===== config.mk =====
export PLATFORM = sky130hd
export DESIGN_NAME = triangle_primitive_assembler_top
export DESIGN_NICKNAME = d
export VERILOG_FILES = /design/src/hw/rtl/tpa_pkg.sv /design/src/hw/rtl/tpa_csr.sv /design/src/hw/rtl/tpa_core.sv /design/src/hw/rtl/tpa_rsp_reg.sv /design/src/hw/rtl/triangle_primitive_assembler_top.sv
export SDC_FILE = /design/constraint.sdc
export NUM_CORES = 1
export LEC_CHECK = 0
export ABC_AREA = 0
export BUFFER_PORTS_ARGS = -buffer_cell sky130_fd_sc_hd__buf_2
export CORE_MARGIN = 3
export CORE_UTILIZATION = 50
export DETAILED_ROUTE_END_ITERATION = 16
export GPL_TIMING_DRIVEN = 0
export PLACE_DENSITY = 0.76
export SLEW_MARGIN = 0
export SYNTH_ARGS = -nofsm -noshare
export SYNTH_HDL_FRONTEND = slang
export SYNTH_SLANG_ARGS = --single-unit

===== constraint.sdc =====
create_clock -name clock -period 9.4 [get_ports clock]
set_input_delay 0.94 -clock clock [delete_from_list [all_inputs] [get_ports clock]]
set_output_delay 0.94 -clock clock [all_outputs]
set_load 0.005 [all_outputs]

===== src/hw/rtl/tpa_pkg.sv =====
// Shared types and constants for the triangle primitive assembler.
`timescale 1ns / 1ps

package tpa_pkg;

   localparam int COORD_WIDTH    = 32;
   localparam int CSR_ADDR_WIDTH = 3;
   localparam int CSR_DATA_WIDTH = 32;

   // register index within the CSR space (byte address = 4 * index)
   localparam logic CSR_IDX_PROJECTION = 1'b0;

   typedef logic signed [COORD_WIDTH-1:0] coord_type;

   typedef enum logic [1:0] {
      OP_BEGIN  = 2'd0,
      OP_VERTEX = 2'd1,
      OP_END    = 2'd2
   } opcode_type;

   typedef enum logic [1:0] {
      MODE_LIST  = 2'd0,
      MODE_STRIP = 2'd1,
      MODE_FAN   = 2'd2,
      MODE_OTHER = 2'd3
   } mode_type;

   typedef enum logic [1:0] {
      PROJ_ABC = 2'd0,
      PROJ_CBA = 2'd1,
      PROJ_BCA = 2'd2
   } proj_type;

   typedef struct packed {
      coord_type x;
      coord_type y;
      coord_type z;
   } vertex_type;

   typedef struct packed {
      vertex_type v1;
      vertex_type v2;
      vertex_type v3;
   } triangle_type;

   typedef struct packed {
      logic [1:0] opcode;
      mode_type   prim_mode;
      coord_type  coord_a;
      coord_type  coord_b;
      coord_type  coord_c;
   } request_type;

endpackage


===== src/hw/rtl/tpa_csr.sv =====
// APB-style configuration register block holding the projection select.
`timescale 1ns / 1ps

module tpa_csr (
   input  logic                                clock,
   input  logic                                reset,
   input  logic                                csr_psel,
   input  logic                                csr_penable,
   input  logic                                csr_pwrite,
   input  logic [tpa_pkg::CSR_ADDR_WIDTH-1:0] csr_paddr,
   input  logic [tpa_pkg::CSR_DATA_WIDTH-1:0] csr_pwdata,
   output logic [tpa_pkg::CSR_DATA_WIDTH-1:0] csr_prdata,
   output logic                                csr_pready,
   output logic [1:0]                          projection
);

   logic       proj_sel;
   logic       proj_wr;
   logic [1:0] proj_ff;
   logic [1:0] proj_in;

   assign csr_pready = 1'b1;
   assign proj_sel   = (csr_paddr[tpa_pkg::CSR_ADDR_WIDTH-1] == tpa_pkg::CSR_IDX_PROJECTION);
   assign proj_wr    = csr_psel & csr_penable & csr_pwrite & csr_pready & proj_sel;

   always_comb begin
      proj_in = proj_ff;
      if (proj_wr) begin
         proj_in = csr_pwdata[1:0];
      end
   end

   always_ff @(posedge clock) begin
      if (reset) begin
         proj_ff <= tpa_pkg::PROJ_ABC;
      end else begin
         proj_ff <= proj_in;
      end
   end

   always_comb begin
      csr_prdata = '0;
      if (proj_sel) begin
         csr_prdata = {{(tpa_pkg::CSR_DATA_WIDTH-2){1'b0}}, proj_ff};
      end
   end

   assign projection = proj_ff;

endmodule


===== src/hw/rtl/tpa_core.sv =====
// Vertex reorder, held-vertex state and triangle formation for list, strip and fan.
`timescale 1ns / 1ps

module tpa_core (
   input  logic                  clock,
   input  logic                  reset,
   input  logic                  accept,
   input  tpa_pkg::request_type  req,
   input  logic [1:0]            projection,
   output logic                  emit,
   output tpa_pkg::triangle_type tri_out
);

   tpa_pkg::vertex_type held1_ff, held1_in;
   tpa_pkg::vertex_type held2_ff, held2_in;
   logic [1:0]          count_ff, count_in;
   tpa_pkg::mode_type   mode_ff, mode_in;
   logic                parity_ff, parity_in;
   tpa_pkg::vertex_type vtx;

   always_comb begin
      case (projection)
         tpa_pkg::PROJ_CBA: vtx = '{x: req.coord_c, y: req.coord_b, z: req.coord_a};
         tpa_pkg::PROJ_BCA: vtx = '{x: req.coord_b, y: req.coord_c, z: req.coord_a};
         default:           vtx = '{x: req.coord_a, y: req.coord_b, z: req.coord_c};
      endcase
   end

   always_comb begin
      held1_in   = held1_ff;
      held2_in   = held2_ff;
      count_in   = count_ff;
      mode_in    = mode_ff;
      parity_in  = parity_ff;
      emit       = 1'b0;
      tri_out.v1 = held1_ff;
      tri_out.v2 = held2_ff;
      tri_out.v3 = vtx;
      if (accept) begin
         case (req.opcode)
            tpa_pkg::OP_BEGIN: begin
               mode_in   = req.prim_mode;
               count_in  = 2'd0;
               parity_in = 1'b0;
            end
            tpa_pkg::OP_END: begin
               count_in  = 2'd0;
               parity_in = 1'b0;
            end
            tpa_pkg::OP_VERTEX: begin
               case (count_ff)
                  2'd0: begin
                     held1_in = vtx;
                     count_in = 2'd1;
                  end
                  2'd1: begin
                     held2_in = vtx;
                     count_in = 2'd2;
                  end
                  2'd2: begin
                     case (mode_ff)
                        tpa_pkg::MODE_LIST: begin
                           emit     = 1'b1;
                           count_in = 2'd0;
                        end
                        tpa_pkg::MODE_STRIP: begin
                           emit = 1'b1;
                           if (parity_ff) begin
                              tri_out.v1 = held2_ff;
                              tri_out.v2 = held1_ff;
                           end
                           held1_in  = held2_ff;
                           held2_in  = vtx;
                           parity_in = ~parity_ff;
                        end
                        tpa_pkg::MODE_FAN: begin
                           emit     = 1'b1;
                           held2_in = vtx;
                        end
                        default: begin
                           count_in = 2'd3;
                        end
                     endcase
                  end
                  default: begin
                     count_in = count_ff;
                  end
               endcase
            end
            default: begin
               count_in = count_ff;
            end
         endcase
      end
   end

   always_ff @(posedge clock) begin
      if (reset) begin
         count_ff  <= 2'd0;
         mode_ff   <= tpa_pkg::MODE_LIST;
         parity_ff <= 1'b0;
      end else begin
         count_ff  <= count_in;
         mode_ff   <= mode_in;
         parity_ff <= parity_in;
      end
   end

   always_ff @(posedge clock) begin
      held1_ff <= held1_in;
      held2_ff <= held2_in;
   end

   // a full count only arises in the no-output mode
   assert property (@(posedge clock) disable iff (reset)
      (count_ff == 2'd3) |-> (mode_ff == tpa_pkg::MODE_OTHER))
      else $error("tpa_core: count saturated outside the no-output mode");

   assert property (@(posedge clock) disable iff (reset)
      parity_ff |-> (mode_ff == tpa_pkg::MODE_STRIP))
      else $error("tpa_core: strip parity set outside strip mode");

   assert property (@(posedge clock) disable iff (reset)
      emit |-> (count_ff == 2'd2 && req.opcode == tpa_pkg::OP_VERTEX))
      else $error("tpa_core: triangle emitted without two held vertices");

   assert property (@(posedge clock) disable iff (reset)
      (emit && mode_ff == tpa_pkg::MODE_STRIP) |=> (held1_ff == $past(held2_ff)))
      else $error("tpa_core: strip step did not shift the held vertices");

endmodule


===== src/hw/rtl/tpa_rsp_reg.sv =====
// Result register for the triangle channel with its valid flag.
`timescale 1ns / 1ps

module tpa_rsp_reg (
   input  logic                  clock,
   input  logic                  reset,
   input  logic                  load,
   input  tpa_pkg::triangle_type tri_in,
   input  logic                  rsp_ready,
   output logic                  rsp_valid,
   output logic                  can_load,
   output tpa_pkg::triangle_type tri_out
);

   logic                  valid_ff, valid_in;
   tpa_pkg::triangle_type tri_ff, tri_next_in;

   assign can_load = ~valid_ff | rsp_ready;

   always_comb begin
      valid_in    = valid_ff & ~rsp_ready;
      tri_next_in = tri_ff;
      if (load) begin
         valid_in    = 1'b1;
         tri_next_in = tri_in;
      end
   end

   always_ff @(posedge clock) begin
      if (reset) begin
         valid_ff <= 1'b0;
      end else begin
         valid_ff <= valid_in;
      end
   end

   always_ff @(posedge clock) begin
      tri_ff <= tri_next_in;
   end

   assign rsp_valid = valid_ff;
   assign tri_out   = tri_ff;

endmodule


===== src/hw/rtl/triangle_primitive_assembler_top.sv =====
// Top level of the triangle primitive assembler.
`timescale 1ns / 1ps

// Takes one request per cycle (begin, vertex or end) and emits a triangle of nine
// coordinates in the cycle after the vertex that completes it. Vertices are reordered
// by the projection register, then assembled as a list, strip (alternating winding)
// or fan; the other mode emits nothing. A single result register sits on the
// output; req_ready drops only when that register is full and rsp_ready is low,
// so no request is taken while a triangle waits. Sustained rate is one request
// per cycle, set by the result register being drained every cycle.
module triangle_primitive_assembler_top (
   input  logic                                clock,
   input  logic                                reset,
   input  logic                                req_valid,
   output logic                                req_ready,
   input  logic [1:0]                          req_opcode,
   input  logic [1:0]                          req_prim_mode,
   input  logic signed [tpa_pkg::COORD_WIDTH-1:0] req_coord_a,
   input  logic signed [tpa_pkg::COORD_WIDTH-1:0] req_coord_b,
   input  logic signed [tpa_pkg::COORD_WIDTH-1:0] req_coord_c,
   output logic                                rsp_valid,
   input  logic                                rsp_ready,
   output logic signed [tpa_pkg::COORD_WIDTH-1:0] rsp_v1_x,
   output logic signed [tpa_pkg::COORD_WIDTH-1:0] rsp_v1_y,
   output logic signed [tpa_pkg::COORD_WIDTH-1:0] rsp_v1_z,
   output logic signed [tpa_pkg::COORD_WIDTH-1:0] rsp_v2_x,
   output logic signed [tpa_pkg::COORD_WIDTH-1:0] rsp_v2_y,
   output logic signed [tpa_pkg::COORD_WIDTH-1:0] rsp_v2_z,
   output logic signed [tpa_pkg::COORD_WIDTH-1:0] rsp_v3_x,
   output logic signed [tpa_pkg::COORD_WIDTH-1:0] rsp_v3_y,
   output logic signed [tpa_pkg::COORD_WIDTH-1:0] rsp_v3_z,
   input  logic                                csr_psel,
   input  logic                                csr_penable,
   input  logic                                csr_pwrite,
   input  logic [tpa_pkg::CSR_ADDR_WIDTH-1:0] csr_paddr,
   input  logic [tpa_pkg::CSR_DATA_WIDTH-1:0] csr_pwdata,
   output logic [tpa_pkg::CSR_DATA_WIDTH-1:0] csr_prdata,
   output logic                                csr_pready
);

   logic                  accept;
   logic                  emit;
   logic                  can_load;
   logic [1:0]            projection;
   tpa_pkg::request_type  req;
   tpa_pkg::triangle_type tri_core;
   tpa_pkg::triangle_type tri_rsp;

   assign req_ready = can_load;
   assign accept    = req_valid & req_ready;

   assign req.opcode    = req_opcode;
   assign req.prim_mode = tpa_pkg::mode_type'(req_prim_mode);
   assign req.coord_a   = req_coord_a;
   assign req.coord_b   = req_coord_b;
   assign req.coord_c   = req_coord_c;

   tpa_csr u_csr (
      .clock       (clock),
      .reset       (reset),
      .csr_psel    (csr_psel),
      .csr_penable (csr_penable),
      .csr_pwrite  (csr_pwrite),
      .csr_paddr   (csr_paddr),
      .csr_pwdata  (csr_pwdata),
      .csr_prdata  (csr_prdata),
      .csr_pready  (csr_pready),
      .projection  (projection)
   );

   tpa_core u_core (
      .clock      (clock),
      .reset      (reset),
      .accept     (accept),
      .req        (req),
      .projection (projection),
      .emit       (emit),
      .tri_out    (tri_core)
   );

   tpa_rsp_reg u_rsp_reg (
      .clock     (clock),
      .reset     (reset),
      .load      (emit),
      .tri_in    (tri_core),
      .rsp_ready (rsp_ready),
      .rsp_valid (rsp_valid),
      .can_load  (can_load),
      .tri_out   (tri_rsp)
   );

   assign rsp_v1_x = tri_rsp.v1.x;
   assign rsp_v1_y = tri_rsp.v1.y;
   assign rsp_v1_z = tri_rsp.v1.z;
   assign rsp_v2_x = tri_rsp.v2.x;
   assign rsp_v2_y = tri_rsp.v2.y;
   assign rsp_v2_z = tri_rsp.v2.z;
   assign rsp_v3_x = tri_rsp.v3.x;
   assign rsp_v3_y = tri_rsp.v3.y;
   assign rsp_v3_z = tri_rsp.v3.z;

endmodule


======== After elaboration in Yosys (flattened, before gate mapping) ========
Cells that the tools add are included.
storage, ports and cells
  bits in registers ....................... 488
  input port bits ......................... 142
  output and inout bits ................... 323
  logic and storage cells ................. 80
cells by class
  equality and inequality tests ........... 14
  muxes and demuxes ....................... 22
  bitwise gates (word level) .............. 10
  reductions and logical operators ........ 14
operator list
  cell                  number
  $mux W192             5
  $pmux W96 S2          3
  $mux W96              2
  $reduce_and A4 Y1     4
  $eq A2 B1 Y1 const B  4
  $eq A2 B2 Y1 const B  4
  $pmux W2 S2           2
  $mux W1               7
  $logic_not A2 Y1      3
  $ne A2 B1 Y1 const B  3
  $pmux W2 S3           1
  $reduce_bool A2 Y1    3
  $and A1 B1 Y1         5
  $ne A4 B3 Y1 const B  1
  $not A1 Y1            4
  $reduce_or A2 Y1      2
  $ne A3 B3 Y1 const B  1
  $reduce_or A3 Y1      1
  $mux W2               1
  $ne A2 B2 Y1 const B  1
  $pmux W1 S2           1
  $reduce_and A2 Y1     1
  $or A1 B1 Y1          1

======== Logic depth before layout (Yosys ltp) ========
Gate-level depths: netlist of run 1.
  depth in word-level cells ............... 7
  gate-level depth with buffers ........... 8
  mapped depth without buffers ............ 6

======== By module ========
From an unflattened synthesis of run 1, not the netlist that was laid out.
unflattened totals
  cells, all modules ...................... 1098
  area total of the unflattened synthesis .. 20828.7 um^2
by module, submodules not included
  module                            instances  cells each  area each (um^2)  sequential area each (um^2)
  tpa_core                          1          761         11775.0           5865.6
  tpa_rsp_reg                       1          292         8694.6            8668.3
  tpa_csr                           1          44          352.8             40.0
  triangle_primitive_assembler_top  1          1           6.3               0.0

======== Worst setup path after synthesis of run 1 ========
OpenSTA, ideal clock, no wires.
  path kind ............................... input-to-reg
  start point ............................. input rsp_ready
  end point ............................... register u_core.held1_ff[0] (netlist bit) (enable)
  library setup time ...................... 0.670 ns
  arrival time ............................ 7.866 ns
  required time ........................... 8.730 ns
  slack ................................... 0.865 ns
  stages on the path ...................... 4
  path buffers ............................ 1
  cell sequence ........................... nand2b_1 -> buf_4 -> nand3_1 -> nor3_1
between the ends
  longest elaborated chain between the ends .. 3
ends and longest elaborated chain
  item                         RTL line                                RTL
  start, declared              triangle_primitive_assembler_top.sv:22  input logic rsp_ready,
  $or A1 B1 Y1                 tpa_rsp_reg.sv:18                       assign can_load = ~valid_ff | rsp_ready;
  named net req_ready          triangle_primitive_assembler_top.sv:15  output logic req_ready,
  $and A1 B1 Y1                triangle_primitive_assembler_top.sv:50  assign accept = req_valid & req_ready;
  $reduce_and A4 Y1 (no line)  -
  end signal, assigned         tpa_core.sv:110                         held1_ff <= held1_in;
  end, declared                tpa_core.sv:14                          tpa_pkg::vertex_type held1_ff, held1_in;
The timed path passes the listed nets, and every way through them passes these cells.
A chain may end at the register's enable or synchronous reset.

======== Worst setup path after layout of run 1 ========
  start point ............................. register u_core.count_ff[0]
  end point ............................... register u_core.held1_ff[23] (netlist bit) (enable)
between the ends
  longest elaborated chain between the ends .. 3
  elaborated cells between the ends (all ways) .. 5
  classes of those cells .................. eq/ne (2); reduce/logical (3)
ends and longest elaborated chain
  item                                                          RTL line         RTL
  start, declared                                               tpa_core.sv:16   logic [1:0] count_ff, count_in;
  start signal, assigned                                        tpa_core.sv:103  count_ff <= count_in;
  $eq A2 B2 Y1 or $logic_not A2 Y1 (tied branches)              tpa_core.sv:51   case (count_ff)
  $ne A2 B1 Y1 (no line) or $reduce_bool A2 Y1 (tied branches)  -
  $reduce_and A4 Y1 (no line) *                                 -
Mark *: on every way between the ends. The rest lies on a longest branch, timed or not.

==> results.cfg, run 1 <==
[status]
outcome = finished, final reports clean

[drt]
routed.top_layer = met5
dr.first_iter.drc_count = 925
wl_met3_um = 4830
ant_nets = 0
drt-met1-wl_um = 21300
routedWlPerCell_um = 25.0
post-route-drc-count = 0
drt_first_pass_iters = 6
routed_wl_um = 54300
vias_per_cell = 5.57
vias = 12081
dr_wl_met2_um = 26400

[cts]
cts_tree = yes
cts_setup_buffers = 0
clock_sinks = 488
numCtsBuffers = 50
h-tree-depth = 2
cts_resized = 0
cts_max_path_buffers = 3
clk_latency_ns = 0.58
cts_root_buf = clkbuf_16
clk_pin_slew_ns = 0.06
hold_buffers = 0

[timing]
worst_pin_slew_ns = 1.04
final_max_slew_viol_count = 0
fin_crit_ns = 3.77
hold_violations = 0
finClkSkew_ns = 0.0148
setup_viol = 0
rsz0062_at_grt = false
maxSlewHeadroom_pct = 30.4
fmax_mhz = 265
fin_crit_sh_pct = 40.1
setup_tns_ns = 0
finalWorstSetupSlack_ns = 5.63

[global_route]
overflow = 0
grtUsageTotal_pct = 23.9
grt_pass1_wl_um = 78200
antenna_found_initial = 8
grt_pass1_vias = 12265
grt_start_max_net_pins = 126

[synth]
synth.yosys.seq_area_share_pct = 70.3
netlist_area_um2 = 20700
syn_area_per_cell_um2 = 18.9
async_flop_share_pct = 0
synth_edf_count = 480
synthCells = 1096
yosys_warnings = 0
ys_seq_elements = 488
synth.distinct_cells = 36
synth_flop_cell = edfxtp_1

[cells_and_area]
final_cells = 2168
layout.nets = 1753
final_core_util_pct = 63.2
drive_gt1_share_pct = 52.2
layout_common_cells = edfxtp_1 (480), buf_2 (416), mux2_4 (180)
syn_to_final_growth_pct = 23.2
layout_commonest_cell = edfxtp_1

[floorplanning]
initial_core_util_pct = 51.3
chipHeight_um = 210
die_w_um = 210
die_area_um2 = 43900
core_um2 = 40400
pin_count = 465
num_rows = 73

[place]
post-dp-hpwl_um = 39600
io_buffers = 400
gp_congestion = 0.867
post-place-ws_ns = 5.58
dp.cells = 2074

[power]
leakage_uw = 0.0103
cellPowerDensity_nw_per_um2 = 182
irDropWorstVdd_mv = 0.149

[setup_path]
path_class = flop to flop
crit_path_end_kind = flop
crit_path_start_kind = flop
critPathMaxFanout = 10
critPathArrivalTime_ns = 4.06
crit_required_ns = 9.69
worst_path_max_delay_cell = clkbuf_1
cp_cell_sequence = inv_1 -> ha_1 -> clkbuf_1 -> buf_2 -> buf_2 -> mux2i_1 -> nor3_2 -> buf_6 -> buf_8 -> buf_8 -> buf_6 -> buf_6 -> buf_8
path_delay_family = buffers and inverters
worst_path_largest_cell_delay_ns = 0.52
crit_buf_inv = 10

[flow_run]
maxCapViolations = 0

[hold_path]
hold_class = flop to flop
==> power breakdown <==
part | total (uW) | switching [uW] | internal (uW)
clock network | 2030 | 803 | 1230
logic | 200 | 106 | 93.8
registers | 2420 | 9.44 | 2410
==> area by class of cell <==
cell class	instances	area [um^2]
inverter	9	41.3
fill	2890	14900
buffer	95	684
sequential	488	14600
antenna	4	10.0
clock buffer	66	1350
tap	525	657
clock inverter	24	334
timing repair buffer	424	2320
multi-input combinational	533	5540
==> path summary, 6_finish.rpt <==
| check | endpoint | slack, ns | cells after the start | from |
|---|---|---|---|---|
| worst max register to register | u_core.held1_ff[23] | 5.63 | 13 | u_core.count_ff[0] |
| worst min-delay path | u_core.parity_ff | 0.49 | 2 | u_core.parity_ff |
| worst max-delay path | u_core.held1_ff[23] | 5.63 | 13 | u_core.count_ff[0] |
| worst min register to register | u_core.parity_ff | 0.49 | 2 | u_core.parity_ff |
==> flip-flops by register name (all words and copies together), names as in the netlist <==
signal,flops
u_core.parity_ff,1
u_core.count_ff,2
u_core.held2_ff,96
u_core.held1_ff,96
u_core.mode_ff,2
u_csr.projection,2
u_rsp_reg.rsp_valid,1
u_rsp_reg.tri_out,288
==> logic make-up (layout without fill, tap and decap cells) <==
| logic type | count (synthesis) | after routing | share of synthesized area, % |
|---|---|---|---|
| simple gates | 60 | 60 | 1.33 |
| flops | 488 | 488 | 70.3 |
| mux | 295 | 295 | 19.3 |
| fa+ha+maj | 10 | 10 | 0.604 |
| compound gates | 137 | 137 | 4.96 |
| other cells | 2 | 35 | 0.0362 |
| buf+inv | 104 | 618 | 3.47 |
==> routing by layer <==
metal  vias to the layer above  GRT usage (%)
li1                       5286              -
met1                      6042           30.9
met2                       631           39.6
met3                       114           5.99
met4                         8           8.11
met5                         -              0
==> worst min-delay path: cells and delay by family (launching register included) <==
kind,cells,cell delay [ns]
AND/OR/NAND/NOR,1,0.06
flip-flops,1,0.33
AO/OA/AOI/OAI,1,0.05
==> cell usage after synthesis (3+ instances only) <==
cell / instances / area (um^2)
buf_2: 16 / 80.1
edfxtp_1: 480 / 14400
clkbuf_1: 23 / 86.3
buf_4: 32 / 240
a22o_1: 64 / 561
mux2_2: 109 / 1230
a22oi_1: 32 / 240
mux2_4: 180 / 2700
nor2_1: 9 / 33.8
mux2i_1: 6 / 60.1
inv_1: 9 / 33.8
nand2_1: 35 / 131
nand3_1: 3 / 15.0
buf_6: 10 / 113
ha_1: 10 / 125
buf_1: 4 / 15.0
a21oi_1: 3 / 15.0
dfxtp_1: 8 / 160
buf_8: 10 / 150
o21ai_0: 32 / 160
==> stage by stage <==
stage	power [uW]	hold WS, ns	area, um^2
after detailed placement	2660	0.477	23800
after CTS	4680	0.487	25500
after global routing	4790	0.521	25500
after floorplan	2580	0.451	20800
after global placement	2650	0.460	23500
final	4650	0.489	25500
Note: power is estimated with default switching activity, not from simulation.
==> inputs of run 2 (changes only) <==
--- a/config.mk
+++ b/config.mk
@@ -8,10 +8,10 @@
 export ABC_AREA = 0
 export BUFFER_PORTS_ARGS = -buffer_cell sky130_fd_sc_hd__buf_2
 export CORE_MARGIN = 3
-export CORE_UTILIZATION = 50
+export CORE_UTILIZATION = 49
 export DETAILED_ROUTE_END_ITERATION = 16
 export GPL_TIMING_DRIVEN = 0
-export PLACE_DENSITY = 0.76
+export PLACE_DENSITY = 0.77
 export SLEW_MARGIN = 0
 export SYNTH_ARGS = -nofsm -noshare
 export SYNTH_HDL_FRONTEND = slang
==> constraint.sdc (replaced) <==
create_clock -name clock -period 3.4 [get_ports clock]
set_input_delay 0.34 -clock clock [delete_from_list [all_inputs] [get_ports clock]]
set_output_delay 0.34 -clock clock [all_outputs]
set_load 0.005 [all_outputs]
==> results.cfg, run 2 (synthesis results as in run 1) <==
[cts]
cts_setup_buffers = 0
clk_latency_ns = 0.57
cts_tree = yes
cts_resized = 0
clock_sinks = 488
cts_root_buf = clkbuf_16
numCtsBuffers = 50
h-tree-depth = 2
hold_buffers = 3
cts_max_path_buffers = 3
clk_pin_slew_ns = 0.06

[global_route]
grt_pass1_wl_um = 79300
grtUsageTotal_pct = 24.2
grt_pass1_vias = 12170
grt_start_max_net_pins = 48
antenna_found_initial = 14
overflow = 0

[timing]
rsz0062_at_grt = false
final_max_slew_viol_count = 0
maxSlewHeadroom_pct = 27.1
worst_pin_slew_ns = 1.09
finClkSkew_ns = 0.00948
fin_crit_ns = 3.06
fin_crit_sh_pct = 90.0
finalWorstSetupSlack_ns = 0.339
hold_violations = 0
fmax_mhz = 327
setup_viol = 0

[drt]
ant_nets = 0
routed_wl_um = 56000
dr.first_iter.drc_count = 981
drt_first_pass_iters = 7
vias = 12134
routedWlPerCell_um = 25.8
post-route-drc-count = 0
vias_per_cell = 5.59

[cells_and_area]
layout_common_cells = edfxtp_1 (480), buf_2 (414), mux2_4 (180)
final_core_util_pct = 62.0
layout.nets = 1753
drive_gt1_share_pct = 52.4
syn_to_final_growth_pct = 23.5
largest_register_ffs = 288
layout_commonest_cell = edfxtp_1

[status]
outcome = finished, final reports clean

[power]
leakage_uw = 0.0103
cellPowerDensity_nw_per_um2 = 485
irDropWorstVdd_mv = 0.321

[flow_run]
maxCapViolations = 0

[setup_path]
crit_required_ns = 3.64
critPathMaxFanout = 47
critPathArrivalTime_ns = 3.30
crit_path_start_kind = flop
rrSetupSlack_ns = 0.34
reg2regPathDepth = 9
crit_path_end_kind = flop
path_common_cell = buf_12
worst_path_largest_cell_delay_ns = 0.43
cp_cell_sequence = inv_2 -> ha_2 -> nand2b_1 -> or3_4 -> clkinvlp_4 -> buf_12 -> buf_12 -> buf_12 -> buf_12
path_class = flop to flop
worst_path_max_delay_cell = clkinvlp_4

[floorplanning]
initial_core_util_pct = 50.2
die_w_um = 212
chipHeight_um = 212
core_um2 = 41300
num_rows = 74
die_area_um2 = 44800
pin_count = 465

[place]
post-dp-hpwl_um = 40400
gp_congestion = 0.877
io_buffers = 400
post-place-ws_ns = 0.315

[hold_path]
whs_path_depth = 3
hold_class = input pin to flop
## run 2: cell count changes in the layout (fill, tap and decap cells not counted), moves of 4 or more
cell,delta
buf_12,+7
buf_16,+6
buf_6,-12
bufinv_16,-5
clkbuf_1,-5
clkinv_1,+4
## run 2: layout make-up
type	count	area [um^2]
fill	2961	15700
sequential	488	14600
multi-input combinational	533	5590
timing repair buffer	424	2480
clock buffer	60	1310
buffer	95	711
tap	532	666
clock inverter	25	203
inverter	9	37.5
antenna	5	12.5
## run 2: report_power, final
group | switching [uW] | internal (uW) | leakage (uW) | total, uW
Sequential | 26.5 | 6660 | 0.00440 | 6680
Combinational | 308 | 270 | 0.00512 | 577
Clock | 2200 | 2960 | 0.000736 | 5160
Total | 2540 | 9880 | 0.0103 | 12400
## run 2: per-stage QoR
step,total power (uW),hold slack [ns],std cells,cell area [um^2],TNS (ns)
finish,12400,0.0579,2171,25600,0
global route,12800,0.0551,2170,25600,0
CTS,12500,0.00927,2166,25600,0
detailed placement,7370,0.473,2078,24000,0
global placement,7330,0.460,2057,23600,-1863.32
floorplan,7120,0.451,1125,20900,-804.73
## run 2: path summary, 6_finish.rpt
check                                   startpoint                      to
worst min register to register    u_core.parity_ff        u_core.parity_ff
worst min-delay path                 csr_pwdata[1]     u_csr.projection[1]
worst max register to register  u_core.count_ff[0]  u_rsp_reg.tri_out[142]
worst max-delay path            u_core.count_ff[0]  u_rsp_reg.tri_out[142]
## run 2: worst max-delay path, delay by kind of cell, from the launching register on
family	cells	cell delay (ns)
adders and majority gates	1	0.25
DFF	1	0.35
buffers and inverters	6	1.62
and+or+nand+nor	2	0.45
## run 2: per-layer routing
metal | wire length [um] | global-route usage [%]
met5 | 96 | 0
met4 | 1600 | 8.04
met3 | 4790 | 5.81
met2 | 27500 | 41.0
met1 | 22000 | 31.0
==> inputs of run 3 (changes only) <==
--- a/config.mk
+++ b/config.mk
@@ -11,6 +11,7 @@
 export CORE_UTILIZATION = 49
 export DETAILED_ROUTE_END_ITERATION = 16
 export GPL_TIMING_DRIVEN = 0
+export MAX_ROUTING_LAYER = met4
 export PLACE_DENSITY = 0.77
 export SLEW_MARGIN = 0
 export SYNTH_ARGS = -nofsm -noshare
==> results.cfg, run 3 (synthesis results as in run 1) <==
[global_route]
use_met1_pct = 31.0
grt_pass1_wl_um = 79200
grt_start_max_net_pins = 48
use_met2_pct = 41.1
grt_pass1_vias = 12166
grtUsageTotal_pct = 25.0
antenna_found_initial = 14
met3_usage_pct = 5.87
grt_busiest_layer = met2
overflow = 0

[timing]
rsz0062_at_grt = false
whs_ns = 0.0488
hold_violations = 0
fmax_mhz = 325
finalWorstSetupSlack_ns = 0.325
setup_viol = 0
worst_pin_slew_ns = 1.09
fin_crit_ns = 3.07
maxSlewHeadroom_pct = 27.4
final_max_slew_viol_count = 0
setup_tns_ns = 0
fin_crit_sh_pct = 90.4
finClkSkew_ns = 0.0106

[cells_and_area]
syn_to_final_growth_pct = 23.6
layout_commonest_cell = edfxtp_1
drive_gt1_share_pct = 52.4
layout.nets = 1753
largest_register_ffs = 288
final_cells = 2180
layout_common_cells = edfxtp_1 (480), buf_2 (414), mux2_4 (180)

[power]
switchingPower_uw = 2540
combPwrFrac_pct = 4.6
irDropWorstVdd_mv = 0.323
cellPowerDensity_nw_per_um2 = 485
swShare_pct = 20.5
p_int_uw = 9880
leakage_uw = 0.0103
clockPowerShare_pct = 41.6
seqPwrFrac_pct = 53.8
total_power_uw = 12400

[drt]
dr.first_iter.drc_count = 1034
routedWlPerCell_um = 25.7
drt_first_pass_iters = 6
post-route-drc-count = 0
routed_wl_um = 56000
vias_per_cell = 5.58
vias = 12162
ant_nets = 0

[floorplanning]
chipHeight_um = 212
die_area_um2 = 44800
num_rows = 74
core_um2 = 41300
initial_core_util_pct = 50.2
pin_count = 465
die_w_um = 212

[cts]
clk_latency_ns = 0.57
cts_tree = yes
clk_pin_slew_ns = 0.06
h-tree-depth = 2
cts_root_buf = clkbuf_16
cts_max_path_buffers = 3
cts_setup_buffers = 0
numCtsBuffers = 50
clock_sinks = 488

[setup_path]
critPathMaxFanout = 10
path_delay_family = buffers and inverters
crit_required_ns = 3.71
worst_path_largest_cell_delay_ns = 0.80
crit_buf_inv = 3
worst_path_max_delay_cell = clkbuf_1
crit_path_end_kind = flop
path_class = flop to flop
critPathArrivalTime_ns = 3.39
crit_path_start_kind = flop
cp_cell_sequence = inv_1 -> ha_1 -> buf_2 -> clkbuf_1 -> o21ai_0 -> mux2_2

[place]
gp_congestion = 0.891
post-dp-hpwl_um = 40400
io_buffers = 400
dp.cells = 2078
post-place-ws_ns = 0.315

[status]
outcome = finished, final reports clean

[flow_run]
maxCapViolations = 0

[hold_path]
hold_class = input pin to flop
[run 3: cell count changes in the layout (fill, tap and decap cells not counted), sizes merged]
cell   previous run  this run
diode             5        14
[run 3: final cells by class]
| cell class | instances | area [um^2] |
|---|---|---|
| Tap cell | 532 | 666 |
| Antenna cell | 14 | 35.0 |
| Clock inverter | 25 | 203 |
| Timing Repair Buffer | 424 | 2480 |
| Sequential cell | 488 | 14600 |
| Clock buffer | 60 | 1310 |
| Buffer | 95 | 711 |
| Inverter | 9 | 37.5 |
| Fill cell | 2960 | 15700 |
| Multi-Input combinational cell | 533 | 5590 |
[run 3: through the flow]
step / util, % / area, um^2
global placement: 57.1 / 23600
floorplan: - / 20900
CTS: 61.9 / 25600
detailed placement: 58.2 / 24000
finish: 62.0 / 25600
global route: 62.0 / 25600
[run 3: metal layers]
metal	up-vias	share of wire, %
met2	614	49
met5	-	0
li1	5291	-
met1	6152	40
met4	0	2.8
met3	105	8.6
[run 3: worst paths after layout]
| path | start | slack (ns) | cells after the start | endpoint |
|---|---|---|---|---|
| max | u_csr.projection[0] | 0.33 | 6 | u_core.held1_ff[85] |
| min | csr_pwdata[1] | 0.05 | 3 | u_csr.projection[1] |
| max reg2reg | u_csr.projection[0] | 0.33 | 6 | u_core.held1_ff[85] |
| min reg2reg | u_core.parity_ff | 0.48 | 2 | u_core.parity_ff |
[run 3: power groups by stage]
stage	Clock (uW)	Combinational [uW]	Sequential [uW]
global route	5510	613	6680
finish	5170	577	6680
CTS	5260	568	6680
detailed placement	0	563	6810
floorplan	0	312	6800
global placement	0	515	6810
[run 3: timing repair]
action	CTS	global route
hold endpoints to repair	3	0
gates resized for setup	0	0
hold buffers	3	0
[run 3: worst min-delay path, stage by stage]
cell     delay (ns)
buf_2          0.09
mux2i_1        0.07
nor2_1         0.08
